### src/rtl/core/c8alu_pkg.sv
// Shared types and constants for the 8-bit accumulator ALU.
package c8alu_pkg;

    // Operation codes
    localparam logic [3:0] CMD_ADD = 4'd0;
    localparam logic [3:0] CMD_ADC = 4'd1;
    localparam logic [3:0] CMD_SUB = 4'd2;
    localparam logic [3:0] CMD_SBC = 4'd3;
    localparam logic [3:0] CMD_AND = 4'd4;
    localparam logic [3:0] CMD_XOR = 4'd5;
    localparam logic [3:0] CMD_OR  = 4'd6;
    localparam logic [3:0] CMD_CP  = 4'd7;
    localparam logic [3:0] CMD_INC = 4'd8;
    localparam logic [3:0] CMD_DEC = 4'd9;
    localparam logic [3:0] CMD_CPL = 4'd10;
    localparam logic [3:0] CMD_DAA = 4'd11;

    // Flag bit positions
    localparam int FLAG_Z = 3;
    localparam int FLAG_N = 2;
    localparam int FLAG_H = 1;
    localparam int FLAG_C = 0;

    // DAA constants
    localparam logic [7:0] DAA_HI_LIMIT = 8'h99;
    localparam logic [7:0] DAA_HI_ADJ   = 8'h60;
    localparam logic [7:0] DAA_LO_ADJ   = 8'h06;
    localparam logic [3:0] DAA_LO_LIMIT = 4'h9;

    typedef struct packed {
        logic [7:0] acc;
        logic [3:0] flags;
        logic [7:0] incdec;
    } t_alu_res;

endpackage

### src/rtl/core/c8alu_core.sv
// Combinational datapath: one operation on accumulator, flags and operand.
module c8alu_core (
    input  logic [3:0]          i_cmd,
    input  logic [7:0]          i_operand,
    input  logic [7:0]          i_acc,
    input  logic [3:0]          i_flags,
    output c8alu_pkg::t_alu_res o_res
);

    logic       cin;
    logic [8:0] sum9;
    logic [4:0] sum_lo;
    logic [8:0] diff9;
    logic [4:0] diff_lo;
    logic [7:0] inc_v;
    logic [7:0] dec_v;
    logic [7:0] daa_a;
    logic [7:0] daa_b;
    logic       daa_c;
    logic [7:0] acc_n;
    logic [3:0] flg_n;
    logic [7:0] incdec_n;

    always_comb begin
        cin = ((i_cmd == c8alu_pkg::CMD_ADC) || (i_cmd == c8alu_pkg::CMD_SBC))
            ? i_flags[c8alu_pkg::FLAG_C] : 1'b0;
        sum9    = {1'b0, i_acc} + {1'b0, i_operand} + {8'd0, cin};
        sum_lo  = {1'b0, i_acc[3:0]} + {1'b0, i_operand[3:0]} + {4'd0, cin};
        // bit 8 / bit 4 of the wrapped difference is the borrow
        diff9   = {1'b0, i_acc} - {1'b0, i_operand} - {8'd0, cin};
        diff_lo = {1'b0, i_acc[3:0]} - {1'b0, i_operand[3:0]} - {4'd0, cin};
        inc_v   = i_operand + 8'd1;
        dec_v   = i_operand - 8'd1;
    end

    // Decimal adjust: N picks the add or the subtract form
    always_comb begin
        daa_a = i_acc;
        daa_c = i_flags[c8alu_pkg::FLAG_C];
        if (!i_flags[c8alu_pkg::FLAG_N]) begin
            if (i_flags[c8alu_pkg::FLAG_C] || (i_acc > c8alu_pkg::DAA_HI_LIMIT)) begin
                daa_a = i_acc + c8alu_pkg::DAA_HI_ADJ;
                daa_c = 1'b1;
            end
            if (i_flags[c8alu_pkg::FLAG_H] || (daa_a[3:0] > c8alu_pkg::DAA_LO_LIMIT)) begin
                daa_b = daa_a + c8alu_pkg::DAA_LO_ADJ;
            end else begin
                daa_b = daa_a;
            end
        end else begin
            if (i_flags[c8alu_pkg::FLAG_C]) begin
                daa_a = i_acc - c8alu_pkg::DAA_HI_ADJ;
            end
            if (i_flags[c8alu_pkg::FLAG_H]) begin
                daa_b = daa_a - c8alu_pkg::DAA_LO_ADJ;
            end else begin
                daa_b = daa_a;
            end
        end
    end

    always_comb begin
        acc_n    = i_acc;
        flg_n    = i_flags;
        incdec_n = 8'd0;
        unique case (i_cmd)
            c8alu_pkg::CMD_ADD, c8alu_pkg::CMD_ADC: begin
                acc_n = sum9[7:0];
                flg_n = {(sum9[7:0] == 8'd0), 1'b0, sum_lo[4], sum9[8]};
            end
            c8alu_pkg::CMD_SUB, c8alu_pkg::CMD_SBC: begin
                acc_n = diff9[7:0];
                flg_n = {(diff9[7:0] == 8'd0), 1'b1, diff_lo[4], diff9[8]};
            end
            c8alu_pkg::CMD_CP: begin
                flg_n = {(diff9[7:0] == 8'd0), 1'b1, diff_lo[4], diff9[8]};
            end
            c8alu_pkg::CMD_AND: begin
                acc_n = i_acc & i_operand;
                flg_n = {(acc_n == 8'd0), 1'b0, 1'b1, 1'b0};
            end
            c8alu_pkg::CMD_XOR: begin
                acc_n = i_acc ^ i_operand;
                flg_n = {(acc_n == 8'd0), 1'b0, 1'b0, 1'b0};
            end
            c8alu_pkg::CMD_OR: begin
                acc_n = i_acc | i_operand;
                flg_n = {(acc_n == 8'd0), 1'b0, 1'b0, 1'b0};
            end
            c8alu_pkg::CMD_INC: begin
                incdec_n = inc_v;
                flg_n = {(inc_v == 8'd0), 1'b0, (i_operand[3:0] == 4'hF),
                         i_flags[c8alu_pkg::FLAG_C]};
            end
            c8alu_pkg::CMD_DEC: begin
                incdec_n = dec_v;
                flg_n = {(dec_v == 8'd0), 1'b1, (i_operand[3:0] == 4'h0),
                         i_flags[c8alu_pkg::FLAG_C]};
            end
            c8alu_pkg::CMD_CPL: begin
                acc_n = ~i_acc;
                flg_n = {i_flags[c8alu_pkg::FLAG_Z], 1'b1, 1'b1,
                         i_flags[c8alu_pkg::FLAG_C]};
            end
            c8alu_pkg::CMD_DAA: begin
                acc_n = daa_b;
                flg_n = {(daa_b == 8'd0), i_flags[c8alu_pkg::FLAG_N], 1'b0, daa_c};
            end
            default: begin
                // unused codes: no operation
                acc_n = i_acc;
                flg_n = i_flags;
            end
        endcase
    end

    assign o_res.acc    = acc_n;
    assign o_res.flags  = flg_n;
    assign o_res.incdec = ((i_cmd == c8alu_pkg::CMD_INC) || (i_cmd == c8alu_pkg::CMD_DEC))
                        ? incdec_n : acc_n;

endmodule

### src/rtl/core/cpu_8bit_alu_with_flags.sv
// Top level: 8-bit accumulator ALU with flags, input register and result register.
//
//  channel  direction  handshake           payload
//  in       to block   i_valid / o_ready   i_cmd, i_operand
//  out      from block o_valid / i_ready   o_acc_out, o_flags_out, o_incdec_value
//
// One operation per cycle sustained while the output is not stalled. An input
// transfer loads the input register; the datapath then feeds the result register,
// whose valid bit drives o_valid.
// The accumulator and flags update when an operation moves into the result
// register, so consecutive operations chain with no gap.
// Reset (synchronous, active low) clears accumulator, flags and both valid bits.
// A stalled output holds both stages; o_ready stays high while a stage can move.
module cpu_8bit_alu_with_flags (
    input  logic       i_clk,
    input  logic       i_rst_n,
    input  logic       i_valid,
    output logic       o_ready,
    input  logic [3:0] i_cmd,
    input  logic [7:0] i_operand,
    output logic       o_valid,
    input  logic       i_ready,
    output logic [7:0] o_acc_out,
    output logic [3:0] o_flags_out,
    output logic [7:0] o_incdec_value
);

    logic                r_in_valid;
    logic [3:0]          r_cmd;
    logic [7:0]          r_operand;
    logic [7:0]          r_acc;
    logic [3:0]          r_flags;
    logic                r_out_valid;
    c8alu_pkg::t_alu_res r_res;
    c8alu_pkg::t_alu_res n_res;
    logic                advance;
    logic                in_take;

    assign advance = r_in_valid && (!r_out_valid || i_ready);
    assign o_ready = !r_in_valid || advance;
    assign in_take = i_valid && o_ready;

    c8alu_core u_core (
        .i_cmd     (r_cmd),
        .i_operand (r_operand),
        .i_acc     (r_acc),
        .i_flags   (r_flags),
        .o_res     (n_res)
    );

    // input stage
    always_ff @(posedge i_clk) begin
        if (!i_rst_n) begin
            r_in_valid <= 1'b0;
        end else if (in_take) begin
            r_in_valid <= 1'b1;
        end else if (advance) begin
            r_in_valid <= 1'b0;
        end
    end

    always_ff @(posedge i_clk) begin
        if (in_take) begin
            r_cmd     <= i_cmd;
            r_operand <= i_operand;
        end
    end

    // architectural state and result stage
    always_ff @(posedge i_clk) begin
        if (!i_rst_n) begin
            r_acc       <= 8'd0;
            r_flags     <= 4'd0;
            r_out_valid <= 1'b0;
        end else begin
            if (advance) begin
                r_acc       <= n_res.acc;
                r_flags     <= n_res.flags;
                r_out_valid <= 1'b1;
            end else if (i_ready) begin
                r_out_valid <= 1'b0;
            end
        end
    end

    always_ff @(posedge i_clk) begin
        if (advance) begin
            r_res <= n_res;
        end
    end

    assign o_valid        = r_out_valid;
    assign o_acc_out      = r_res.acc;
    assign o_flags_out    = r_res.flags;
    assign o_incdec_value = r_res.incdec;

    // Shown result always matches the architectural state
    a_out_matches_state: assert property (@(posedge i_clk) disable iff (!i_rst_n)
        r_out_valid |-> (o_acc_out == r_acc) && (o_flags_out == r_flags))
        else $error("result register differs from accumulator/flags");

    // State only changes when an operation enters the result register
    a_state_hold: assert property (@(posedge i_clk) disable iff (!i_rst_n)
        !advance |=> $stable(r_acc) && $stable(r_flags))
        else $error("accumulator or flags changed without a transfer");

    // INC and DEC leave the accumulator alone
    a_incdec_keeps_acc: assert property (@(posedge i_clk) disable iff (!i_rst_n)
        advance && ((r_cmd == c8alu_pkg::CMD_INC) || (r_cmd == c8alu_pkg::CMD_DEC))
        |=> (r_acc == $past(r_acc)))
        else $error("INC/DEC altered the accumulator");

endmodule
### config.mk
export PLATFORM = sky130hd
export DESIGN_NAME = cpu_8bit_alu_with_flags
export DESIGN_NICKNAME = d
export VERILOG_FILES = /design/src/rtl/core/c8alu_pkg.sv /design/src/rtl/core/c8alu_core.sv /design/src/rtl/core/cpu_8bit_alu_with_flags.sv
export SDC_FILE = /design/constraint.sdc
export NUM_CORES = 1
export LEC_CHECK = 0
export BUFFER_PORTS_ARGS = -buffer_cell sky130_fd_sc_hd__buf_2
export CORE_MARGIN = 3
export CORE_UTILIZATION = 55
export DETAILED_ROUTE_END_ITERATION = 6
export GPL_TIMING_DRIVEN = 1
export PLACE_DENSITY = 0.72
export SETUP_SLACK_MARGIN = 0.15
export SKIP_CTS_REPAIR_TIMING = 1
export SYNTH_ARGS = -nofsm -noshare
export SYNTH_HDL_FRONTEND = slang
export SYNTH_SLANG_ARGS = --single-unit
export TNS_END_PERCENT = 50
### constraint.sdc
create_clock -name i_clk -period 4.9 [get_ports i_clk]
set_input_delay 0.735 -clock i_clk [delete_from_list [all_inputs] [get_ports i_clk]]
set_output_delay 0.735 -clock i_clk [all_outputs]
set_load 0.05 [all_outputs]
# == After elaboration in Yosys (flattened, before gate mapping) ==
# Cells that the tools add are included.
# word_totals
inputBits,16
wordCells,84
output_inout_bits,22
regBits,46
# op_classes
n_addsub,14
n_bitwise,4
eq_ne,12
order_cmp,2
reduce_logical,25
mux,18
# ops
operator,count
8-bit logical NOT,8
8-bit two-way mux,8
8-bit case mux with 7 select lines,1
4-bit case mux with 9 select lines,1
"4-bit == test, second input constant",5
"4-bit by 3-bit == test with 1-bit output, second input constant",4
8-bit case mux with 2 select lines,1
8-bit by 8-bit adder with 9-bit output,1
9-bit by 1-bit adder with 9-bit output,1
8-bit by 8-bit subtractor with 9-bit output,1
9-bit by 1-bit subtractor with 9-bit output,1
"8-bit by 1-bit adder with 8-bit output, second input constant",1
"8-bit by 3-bit adder with 8-bit output, second input constant",1
"8-bit by 7-bit adder with 8-bit output, second input constant",1
8-bit bitwise AND,1
"4-bit by 2-bit == test with 1-bit output, second input constant",2
"8-bit greater-than comparator, second input constant",1
4-bit logical NOT,2
8-bit inverter,1
8-bit OR,1
"8-bit by 1-bit subtractor with 8-bit output, second input constant",1
"8-bit by 3-bit subtractor with 8-bit output, second input constant",1
"8-bit by 7-bit subtractor with 8-bit output, second input constant",1
8-bit XOR,1
other kinds (13),28

# == Logic depth before layout (Yosys ltp) ==
# Gate-level depths: netlist of run 1.
# logic_depth
depth_word,10
ltp_mapped,16
depth_no_buf,13

# == Modules after synthesis ==
# A second synthesis of run 1 with hierarchy kept.
# hier_totals
hier_cells,546
area_unflattened_um2,4624.4
# by_module_without_submodules
mod,area_per_inst_um2,seq_area_each_um2,n_inst,cells_per_inst
c8alu_core,3075.4,0.0,1,452
cpu_8bit_alu_with_flags,1549.0,1241.2,1,94

# == Worst setup path after synthesis of run 1 ==
# OpenSTA, ideal clock, no wires.
# synth_timing
path_type,register to register
from,reg r_cmd[0]
to,"reg r_res, in the netlist o_incdec_value[6] (data pin)"
path_buffers,4
slack_ns,1.078
t_arrival_ns,3.562
stages_incl_launch_ff,15
required_time_ns,4.640
path_cell_list,edfxtp_1 > buf_2 > buf_2 > clkbuf_1 > buf_2 > nand3_1 > fa_1 > fa_1 > o21a_1 > or4_1 > nand2_1 > xnor2_1 > a21o_1 > o32a_1 > mux2_2
# synth_lines
item,line_no,rtl
from (decl),cpu_8bit_alu_with_flags.sv:29,logic [3:0] r_cmd;
from (signal assigned),cpu_8bit_alu_with_flags.sv:64,r_cmd <= i_cmd;
to (signal assigned),cpu_8bit_alu_with_flags.sv:88,r_res <= n_res;
to (decl),cpu_8bit_alu_with_flags.sv:34,c8alu_pkg::t_alu_res r_res;

==> results of run 1 <==
-- routing by layer --
layer,share of wire (%),vias to the layer above
li1,-,1974
met1,43,2057
met2,44,246
met3,8.4,53
met4,4.5,0
met5,0,-
-- placed cells by master (no fill, tap or decap), types with 9 or more instances in the layout --
master and n:
a21oi_1 23, a31oi_1 9, buf_2 37, dfxtp_1 14, edfxtp_1 32, ha_1 38
inv_1 37, nand2_1 45, nand2b_1 12, nand3_1 9, nor2_1 36, nor2b_1 13
nor3_1 13, o211ai_1 9, o21ai_0 37, xnor2_1 21
-- layout make-up --
type	count	area, µm²
Timing Repair Buffer	44	238
Multi-Input combinational cell	410	2880
Clock buffer	6	93.8
Clock inverter	2	17.5
Inverter	38	143
Sequential cell	46	1240
Fill cell	686	2790
Tap cell	99	124
-- power groups by stage --
stage	Combinational [mW]	Sequential, mW	Clock, mW
finish	0.421	0.482	0.288
global route	0.453	0.484	0.305
CTS	0.410	0.480	0.290
detailed placement	0.408	0.489	0
global placement	0.405	0.488	0
floorplan	0.272	0.512	0
-- sequential cells by signal (all words and copies together), names as in the netlist --
register / count
o_flags_out: 4
r_operand: 8
r_flags: 4
o_incdec_value: 8
r_acc: 8
o_acc_out: 8
r_cmd: 4
o_valid: 1
r_in_valid: 1
-- worst paths after layout --
path,startpoint,to,cells after the start
worst max-delay path,r_cmd[2],o_incdec_value[6],12
worst min-delay path,r_in_valid,o_valid,1
worst max register to register,r_cmd[2],o_incdec_value[6],12
worst min register to register,r_in_valid,o_valid,1
-- kinds of logic after synthesis --
logic type / after synthesis
muxes: 6
xor gates and xnor gates: 28
DFF: 46
adders and majority gates: 42
and+or+nand+nor: 175
AOI/OAI and AO/OA: 159
buffers and inverters: 68
==> metrics.md, run 1 <==
| Metric | Value |
|---|---|
| Outcome | finished, final reports clean |
| CTS Buf Count | 5 |
| Vias/cell | roughly 6.7 |
| Int Pwr | 0.731 mW |
| Peak supply drop | between 150 and 200 µV |
| GR Layer Usage met2 | between 40% and 50% |
| Count leader, synth | nand2_1 |
| Largest net degree at the start of global routing | 36 |
| Nets | ~600 |
| Detail Route Antenna Nets | 0 |
| Core area | between 7000 and 8000 µm² |
| Adder-Cell Fraction of Synth Area | ~13% |
| Area leader, netlist | edfxtp_1 |
| Die ar. | approximately 9100 µm² |
| Post-Route Hold Slack | about 0.53 ns |
| Post-synth EDFFs | 32 |
| R2r setup slk | between 1 and 1.5 ns |
| M3 GR Usage | around 4.6% |
| Worst-margin pin slew | approximately 1.1 ns |
| P&R area growth vs syn | 7.50% |
| Compound-cell area share of the yosys netlist | approximately 25% |
| Fraction of registers with async set/reset | 0% |
| Clock root buffer | clkbuf_8 |
| Site Rows | 31 |
| Setup TNS | 0 ns |
| Dpl ws | approximately 1.2 ns |
| Peak per-stage delay on the critical path | 0.47 ns |
| Seq pwr share | between 40% and 50% |
| Worst-path fanout max | 25 |
| Clk sinks | 46 |
| Cell Area, Synth | 4400 µm² |
| Drt first pass iters | 5 |
| Comb power frac | 35.4% |
| Synth top area share | ~22% |
| Placed Area | between 4000 and 5000 µm² |
| Detailed Route Iter0 Violations | between 500 and 600 |
| Initial antenna violation count | 0 |
| Congestion Overflow GR | 0 |
| IO Count | 38 |
| Non-Filler Instances | about 650 |
| Crit path time final | around 3.8 ns |
| HPWL after DPL | ~11 mm |
| GPL Wtd Cong | 1.06 |
| First-pass GRT wire length | about 22 mm |
| Wire per inst | approximately 22 µm |
| Setup Skew | between 0.009 and 0.01 ns |
| Post-synthesis simple-gate area fraction | roughly a fifth |
| CP required | between 4 and 5 ns |
| Final Cell Area | ~4700 µm² |
| Die Wd | around 95 µm |
| Prevailing post-synth register cell | edfxtp_1 |
| Worst hold path type | register to register |
| CP bufs+invs | 1 |
| Final period utilization | between 70% and 80% |
| FF+latch count, synth | 46 |
| Post-route DRC | 0 |
| RSZ-0062 raised after global routing | false |
| Share of cells above drive strength 1 | a little under an eighth |
| Syn nets | 582 |
| Most Used Layer, Global Route | met2 |
| Mux cell area share after synthesis | between 1 and 1.5% |
| Crit path cell chain | buf_4 -> nor2_1 -> nand3_1 -> fa_1 -> fa_1 -> o21a_1 -> or4_1 -> nand2_1 -> xnor2_1 -> a21o_1 -> o32a_1 -> mux2_2 |
| Final WL | 14.3 mm |
| CP top delay family | adder cells |
| Total track usage | between 30% and 40% |
| Most common cell on crit path | fa_1 |
| Switching pwr | between 0.4 and 0.5 mW |
| Master of the slowest instance on the critical path | fa_1 |
| Peak Freq | around 260 MHz |
| DR vias | between 4k and 5k |
| Setup WS post-layout | 1.09 ns |
| Initial Util | between 50 and 60% |
| H-tree Lvls | 2 |
| Post-synth top cells | nand2_1, ha_1, inv_1, o21ai_0, nor2_1 |
| Max_cap viols | 0 |
| Pwr Density | 252 nW/µm² |
| Synth Area in XOR/XNOR | 5.57% |
| Worst Path Arrival | ~3.9 ns |
| Sequential share of the synthesized area | between 20 and 30% |
| Pwr Total | between 1 and 1.5 mW |
| Vias in the first global route | 3978 |
| Crit path capture type | register |
| Pins Over Slew Limit | 0 |
| Syn avg cell area | approximately 8.4 µm² |
| Clock slew at reported path FFs | 0.10 ns |
| Max_slew headroom | between 20% and 30% |
| Endpoints failing setup | 0 |
| GR Layer Usage met1 | between 40% and 50% |
| Die height | approximately 95 µm |
| LEAKAGE | about 1.9 nW |
| Main combinational cell family by area after synthesis | compound AO/OA/AOI/OAI gates |
| Ranking of synthesized cells by area | edfxtp_1, ha_1, dfxtp_1 |
| Finished Core Util | 62.9% |
| Cell count after synthesis | 524 |
| Placed cells | 637 |
| Port Buffers | 37 |
| Antenna Cells | 0 |
| Yosys warning count | 0 |
| Kind of critical path | register to register |
| Crit start category | register |
| Hold Violations, Final | 0 |
| Clock Latency Late Sink | 0.32 ns |
| Synth cell types | 74 |
| Max Root-Sink Buffers | 2 |
| Clk pwr share | around a quarter |
| Switching Fraction | 38.6% |
| CTS tree | done |
Power figures use the tool's default switching activity.
==> run 2, diff against run 1 <==
--- a/config.mk
+++ b/config.mk
@@ -5,12 +5,13 @@
 export SDC_FILE = /design/constraint.sdc
 export NUM_CORES = 1
 export LEC_CHECK = 0
+export ABC_AREA = 1
 export BUFFER_PORTS_ARGS = -buffer_cell sky130_fd_sc_hd__buf_2
 export CORE_MARGIN = 3
 export CORE_UTILIZATION = 55
 export DETAILED_ROUTE_END_ITERATION = 6
 export GPL_TIMING_DRIVEN = 1
-export PLACE_DENSITY = 0.72
+export PLACE_DENSITY = 0.73
 export SETUP_SLACK_MARGIN = 0.15
 export SKIP_CTS_REPAIR_TIMING = 1
 export SYNTH_ARGS = -nofsm -noshare
==> constraint.sdc (replaced) <==
create_clock -name i_clk -period 3.8 [get_ports i_clk]
set_input_delay 0.57 -clock i_clk [delete_from_list [all_inputs] [get_ports i_clk]]
set_output_delay 0.57 -clock i_clk [all_outputs]
set_load 0.05 [all_outputs]
==> metrics.md, run 2 <==
| Metric | Value |
|---|---|
| Nets | 732 (+21%) |
| IO Count | 38 (unchanged) |
| Dpl ws | 0.437 ns (-0.750 ns) |
| Max_cap viols | 0 (unchanged) |
| Crit path to | o_incdec_value[4] |
| Die height | 94.3 µm (-1.2%) |
| FF-to-FF path depth | 15 (+3) |
| Synth cell types | 38 (-49%) |
| Clock root buffer | clkbuf_8 |
| Pins Over Slew Limit | 0 (unchanged) |
| Congestion Overflow GR | 0 (unchanged) |
| Detail Route Antenna Nets | 0 (unchanged) |
| Outcome | finished, final reports clean |
| Crit start category | register |
| Crit path time final | 3.28 ns (-0.528 ns) |
| First-pass GRT wire length | 21.9 mm (-0.59%) |
| RSZ-0062 raised after global routing | false |
| Die Wd | 94.3 µm (-1.2%) |
| Max Root-Sink Buffers | 2 (unchanged) |
| DR vias | 4580 (+5.8%) |
| Filler cells | 694 (+1.2%) |
| Count leader, synth | nand2_1 |
| Pwr Density | 335 nW/µm² (+33%) |
| CP required | 3.96 ns (-1.02 ns) |
| FF+latch count, synth | 46 (unchanged) |
| Total track usage | 32.9% (+0.73 points) |
| H-tree Lvls | 2 (unchanged) |
| Setup crit start | r_cmd[3] |
| Fraction of registers with async set/reset | 0% (unchanged) |
| Final WL | 14.1 mm (-1.5%) |
| Worst-path fanout max | 6 (-76%) |
| Core area | 7410 µm² (-1.5%) |
| Port Buffers | 37 (unchanged) |
| Share of cells above drive strength 1 | 12.1% (+0.43 points) |
| Commonest non-fill, non-tap cell in the layout | nand2_1 |
| Initial Util | 57.9% (-0.63 points) |
| CTS tree | done |
| LEAKAGE | 2.39 nW (+29%) |
| GPL Wtd Cong | 1.05 (-0.96%) |
| Setup Skew | 0.0155 ns (+0.00644 ns) |
| RR Startpoint | r_cmd[3] |
| Yosys warning count | 0 (unchanged) |
| Area leader, netlist | edfxtp_1 |
| Syn nets | 685 (+18%) |
| Pwr Total | 1.59 mW (+34%) |
| Vias/cell | 5.92 (-12%) |
| Worst-margin pin slew | 0.623 ns (-0.462 ns) |
| P&R area growth vs syn | 10.9% |
| Clock slew at reported path FFs | 0.10 ns (about the same) |
| Post-synth top cells | nand2_1, inv_1, nor2_1, nand3_1, ha_1 |
| Worst hold path type | primary input to register |
| Detailed Route Iter0 Violations | 557 (-2.1%) |
| Crit path capture type | register |
| Clk sinks | 46 (unchanged) |
| Drt first pass iters | 6 (+1) |
| Post-route DRC | 0 (unchanged) |
| Prevailing post-synth register cell | edfxtp_1 |
| Clock Latency Late Sink | 0.31 ns (about the same) |
| Sequential share of the synthesized area | 29.0% (+0.76 points) |
| Initial antenna violation count | 0 (unchanged) |
| Final period utilization | 86.3% (+8.6 points) |
| Site Rows | 31 (unchanged) |
| Post-synth EDFFs | 32 (unchanged) |
| Setup WS post-layout | 0.521 ns (-0.572 ns) |
| Die ar. | 8890 µm² (-2.5%) |
| FF-to-FF End | o_incdec_value[4] |
| Wire per inst | 18.2 µm (-18%) |
| CTS Buf Count | 5 (unchanged) |
| R2r setup slk | 0.52 ns (-0.57 ns) |
| Largest net degree at the start of global routing | 31 (-14%) |
| Antenna Cells | 0 (unchanged) |
| HPWL after DPL | 11.3 mm (+6.2%) |
| Peak supply drop | 215 µV (+35%) |
| Worst Path Arrival | 3.44 ns (-0.44 ns) |
| Hold Violations, Final | 0 (unchanged) |
| Vias in the first global route | 4220 (+6.1%) |
| Kind of critical path | register to register |
| Endpoints failing setup | 0 (unchanged) |
| Setup TNS | 0 ns (unchanged) |
| Max_slew headroom | 58.0% (+30 points) |
| Cell count after synthesis | 627 (+20%) |
| Cell Area, Synth | 4290 µm² (-2.6%) |
| Syn avg cell area | 6.84 µm² (-19%) |
| Ranking of synthesized cells by area | edfxtp_1, nand2_1, ha_1 |
| Synth top area share | 22.4% (+0.59 points) |
| Commonest non-fill, non-tap cells in the layout | nand2_1, inv_1, nor2_1 |
| Peak Freq | 305 MHz (+16%) |
## run 2: cell types whose count changed after synthesis, moves of 12 or more
| cell | before | now |
|---|---|---|
| nand2_1 | 45 | 160 |
| inv_1 | 37 | 96 |
| nand3_1 | 9 | 51 |
| nor2_1 | 36 | 67 |
| xnor2_1 | 21 | 2 |
| clkbuf_1 | 15 | 1 |
| nor2b_1 | 13 | 0 |
| nand2b_1 | 12 | 0 |
## run 2: routing by layer
metal | track usage [%] | wire length (µm) | up-vias
met1 | 43.3 | 5610 | 2081
met5 | 0 | 0 | -
met2 | 52.5 | 6340 | 302
met3 | 5.77 | 1520 | 47
li1 | - | - | 2150
met4 | 14.8 | 621 | 0
## run 2: worst max-delay path, stage by stage (launching register included)
cell and delay (ns):
edfxtp_1 0.47, nor2_1 0.19, inv_1 0.08, nor3_2 0.24, inv_1 0.10, fa_1 0.42
fa_1 0.43, nor2_1 0.16, o21ai_0 0.17, inv_1 0.11, nand2_1 0.05, nand2_1 0.08
nand2_1 0.06, o2111ai_1 0.09, o21ai_0 0.27, o21bai_1 0.21
## run 2: worst min-delay path by stage
stage	from	end	slack [ns]	cells after the start
2_1_floorplan	r_flags[3]	r_flags[3]	0.52	4
3_3_place_gp	o_valid	o_valid	0.49	2
3_5_place_dp	o_valid	o_valid	0.53	2
4_1_cts	i_cmd[3]	r_cmd[3]	0.43	1
5_1_grt	i_operand[6]	r_operand[6]	0.44	1
6_report	i_cmd[3]	r_cmd[3]	0.43	1
## run 2: layout make-up
type	count	area, µm²	area share, %
repair buffers	47	260	5.48
flip-flops and latches	46	1240	26.1
clock inverters	3	40.0	0.842
inverters	101	379	7.98
well taps	99	124	2.61
multi-input cells	473	2640	55.5
clock buffers	5	68.8	1.45
## run 2: logic make-up after synthesis
logic type | Yosys count | synth area share [%]
and+or+nand+nor | 325 | 33.0
buffers and inverters | 108 | 9.69
AOI/OAI and AO/OA | 92 | 12.5
DFF | 46 | 29.0
adders and majority gates | 42 | 13.0
xor gates and xnor gates | 14 | 2.86
## run 2: stage by stage
stage                     std cells  util, %  hold WS (ns)  instance area [µm²]
after floorplan                 627        -         0.523                 4290
after global placement          766     62.6         0.491                 4630
after detailed placement        766     62.6         0.535                 4630
after CTS                       774     64.0         0.431                 4740
after global routing            774     64.2         0.438                 4750
final                           774     64.2         0.434                 4750
## run 2: report_power, final
group          internal (mW)  leakage [nW]  switching (mW)
registers              0.580         0.424          0.0325
logic                  0.184          1.91           0.424
clock network          0.194        0.0579           0.178
total                  0.958          2.39           0.635
==> run 3, diff against run 2 <==
--- a/config.mk
+++ b/config.mk
@@ -5,13 +5,12 @@
 export SDC_FILE = /design/constraint.sdc
 export NUM_CORES = 1
 export LEC_CHECK = 0
-export ABC_AREA = 1
 export BUFFER_PORTS_ARGS = -buffer_cell sky130_fd_sc_hd__buf_2
 export CORE_MARGIN = 3
 export CORE_UTILIZATION = 55
 export DETAILED_ROUTE_END_ITERATION = 6
 export GPL_TIMING_DRIVEN = 1
-export PLACE_DENSITY = 0.73
+export PLACE_DENSITY = 0.72
 export SETUP_SLACK_MARGIN = 0.15
 export SKIP_CTS_REPAIR_TIMING = 1
 export SYNTH_ARGS = -nofsm -noshare
==> metrics.md, run 3 (synthesis gave the netlist of run 1 again) <==
| Metric | Value |
|---|---|
| Outcome | finished, final reports clean |
| Nets | 619 (-15%) |
| Pwr Density | 319 nW/µm² (-4.8%) |
| Hold Violations, Final | 0 (unchanged) |
| Crit path cell chain | nor2_2 -> nand3_1 -> fa_1 -> fa_2 -> o21a_1 -> or4_1 -> nand2_1 -> xnor2_1 -> a21o_1 -> o32a_1 -> mux2_2 |
| Total track usage | 32.6% (-0.33 points) |
| Final WL | 14.1 mm (about the same) |
| Final period utilization | 90.0% (+3.7 points) |
| Max_cap viols | 0 (unchanged) |
| Filler cells | 676 (-2.6%) |
| Placed cells | 653 (-15%) |
| Max_slew headroom | 50.6% (-7.4 points) |
| Kind of critical path | register to register |
| Master of the slowest instance on the critical path | fa_1 |
| Worst-path fanout max | 4 (-2) |
| Core area | 7520 µm² (+1.6%) |
| Pins Over Slew Limit | 0 (unchanged) |
| Crit start category | register |
| Worst-margin pin slew | 0.731 ns (+0.108 ns) |
| Crit path time final | 3.42 ns (+0.141 ns) |
| Drt first pass iters | 7 (+1) |
| Commonest non-fill, non-tap cell in the layout | nand2_1 |
| Max Root-Sink Buffers | 2 (unchanged) |
| Peak per-stage delay on the critical path | 0.43 ns (-0.04 ns) |
| DR vias | 4379 (-4.4%) |
| Die Wd | 95.5 µm (+1.3%) |
| Clock Latency Late Sink | 0.31 ns (about the same) |
| Clock root buffer | clkbuf_8 |
| H-tree Lvls | 2 (unchanged) |
| Initial Util | 58.5% (+0.63 points) |
| Vias in the first global route | 3978 (-5.7%) |
| Setup TNS | 0 ns (unchanged) |
| Detail Route Antenna Nets | 0 (unchanged) |
| Worst Path Arrival | 3.48 ns (+0.04 ns) |
| LEAKAGE | 1.93 nW (-19%) |
| Detailed Route Iter0 Violations | 538 (-3.4%) |
| First-pass GRT wire length | 22.1 mm (+0.98%) |
| Post-Route Hold Slack | 0.430 ns (-0.00354 ns) |
| RSZ-0062 raised after global routing | false |
| Die height | 95.5 µm (+1.3%) |
| GPL Wtd Cong | 1.06 (+1.4%) |
| IO Count | 38 (unchanged) |
| Wire per inst | 21.3 µm (+17%) |
| Congestion Overflow GR | 0 (unchanged) |
| Largest net degree at the start of global routing | 36 (+16%) |
| Worst hold path type | primary input to register |
| CTS Buf Count | 5 (unchanged) |
| Clock slew at reported path FFs | 0.09 ns (about the same) |
| Site Rows | 31 (unchanged) |
| P&R area growth vs syn | 10.3% |
| Peak supply drop | 219 µV (+1.7%) |
| Non-Filler Instances | 661 (-15%) |
| Post-route DRC | 0 (unchanged) |
| Initial antenna violation count | 0 (unchanged) |
| Share of cells above drive strength 1 | 14.6% (+2.4 points) |
| Crit path capture type | register |
| Setup Skew | 0.0106 ns (-0.00487 ns) |
| CTS tree | done |
| Clk sinks | 46 (unchanged) |
| Die ar. | 9110 µm² (+2.5%) |
| Port Buffers | 37 (unchanged) |
| Peak Freq | 292 MHz (-4.1%) |
| Antenna Cells | 0 (unchanged) |
| Endpoints failing setup | 0 (unchanged) |
| Vias/cell | 6.62 (+12%) |
| Commonest non-fill, non-tap cells in the layout | nand2_1, ha_1, inv_1, o21ai_0, buf_2 |
| CP required | 3.86 ns (-0.10 ns) |
| HPWL after DPL | 10.9 mm (-4.2%) |
==> run 3: area by class of cell <==
class	instances	area, µm²	area share [%]
clock inverters	3	40.0	0.825
multi-input cells	410	2880	59.3
clock buffers	5	68.8	1.42
flip-flops and latches	46	1240	25.6
well taps	99	124	2.55
repair buffers	60	358	7.37
inverters	38	143	2.94
==> run 3: path summary, 6_finish.rpt <==
| check | start | end | slack, ns | depth (start not counted) |
|---|---|---|---|---|
| worst max register to register | r_cmd[3] | o_incdec_value[6] | 0.38 | 11 |
| worst min register to register | r_in_valid | o_valid | 0.54 | 1 |
| worst min-delay path | i_operand[6] | r_operand[6] | 0.43 | 1 |
| worst max-delay path | r_cmd[3] | o_incdec_value[6] | 0.38 | 11 |
==> run 3: where the power goes <==
group	internal, mW	switching, mW	total [mW]	leakage [nW]
Sequential	0.576	0.0239	0.599	0.423
Clock	0.194	0.175	0.369	0.0579
Combinational	0.206	0.374	0.580	1.45
Total	0.976	0.573	1.55	1.93
==> run 3: metrics by stage <==
stage | instance area, µm² | setup slack [ns] | utilization (%) | power [mW]
2_1_floorplan | 4410 | 0.183 | - | 1.01
3_5_place_dp | 4740 | 0.401 | 63.0 | 1.17
5_1_grt | 4850 | 0.185 | 64.5 | 1.62
3_3_place_gp | 4740 | 0.460 | 63.0 | 1.17
6_report | 4850 | 0.380 | 64.5 | 1.55
4_1_cts | 4850 | 0.387 | 64.5 | 1.53
==> run 3: worst max-delay path: cells and delay by family (launching register included) <==
kind	cells	cell delay, ns
AND/OR/NAND/NOR	4	0.82
multiplexers	1	0.26
adder cells (fa/ha/maj)	2	0.83
flip-flops	1	0.40
XOR/XNOR	1	0.14
AO/OA/AOI/OAI	3	0.74
==> run 3: per-layer routing <==
layer  routed length [µm]  GRT usage (%)  vias up
li1                     -              -     2011
met3                 1390           6.95       48
met1                 6070           46.4     2027
met5                    0              0        -
met4                  462           10.5        0
met2                 6150           49.0      293
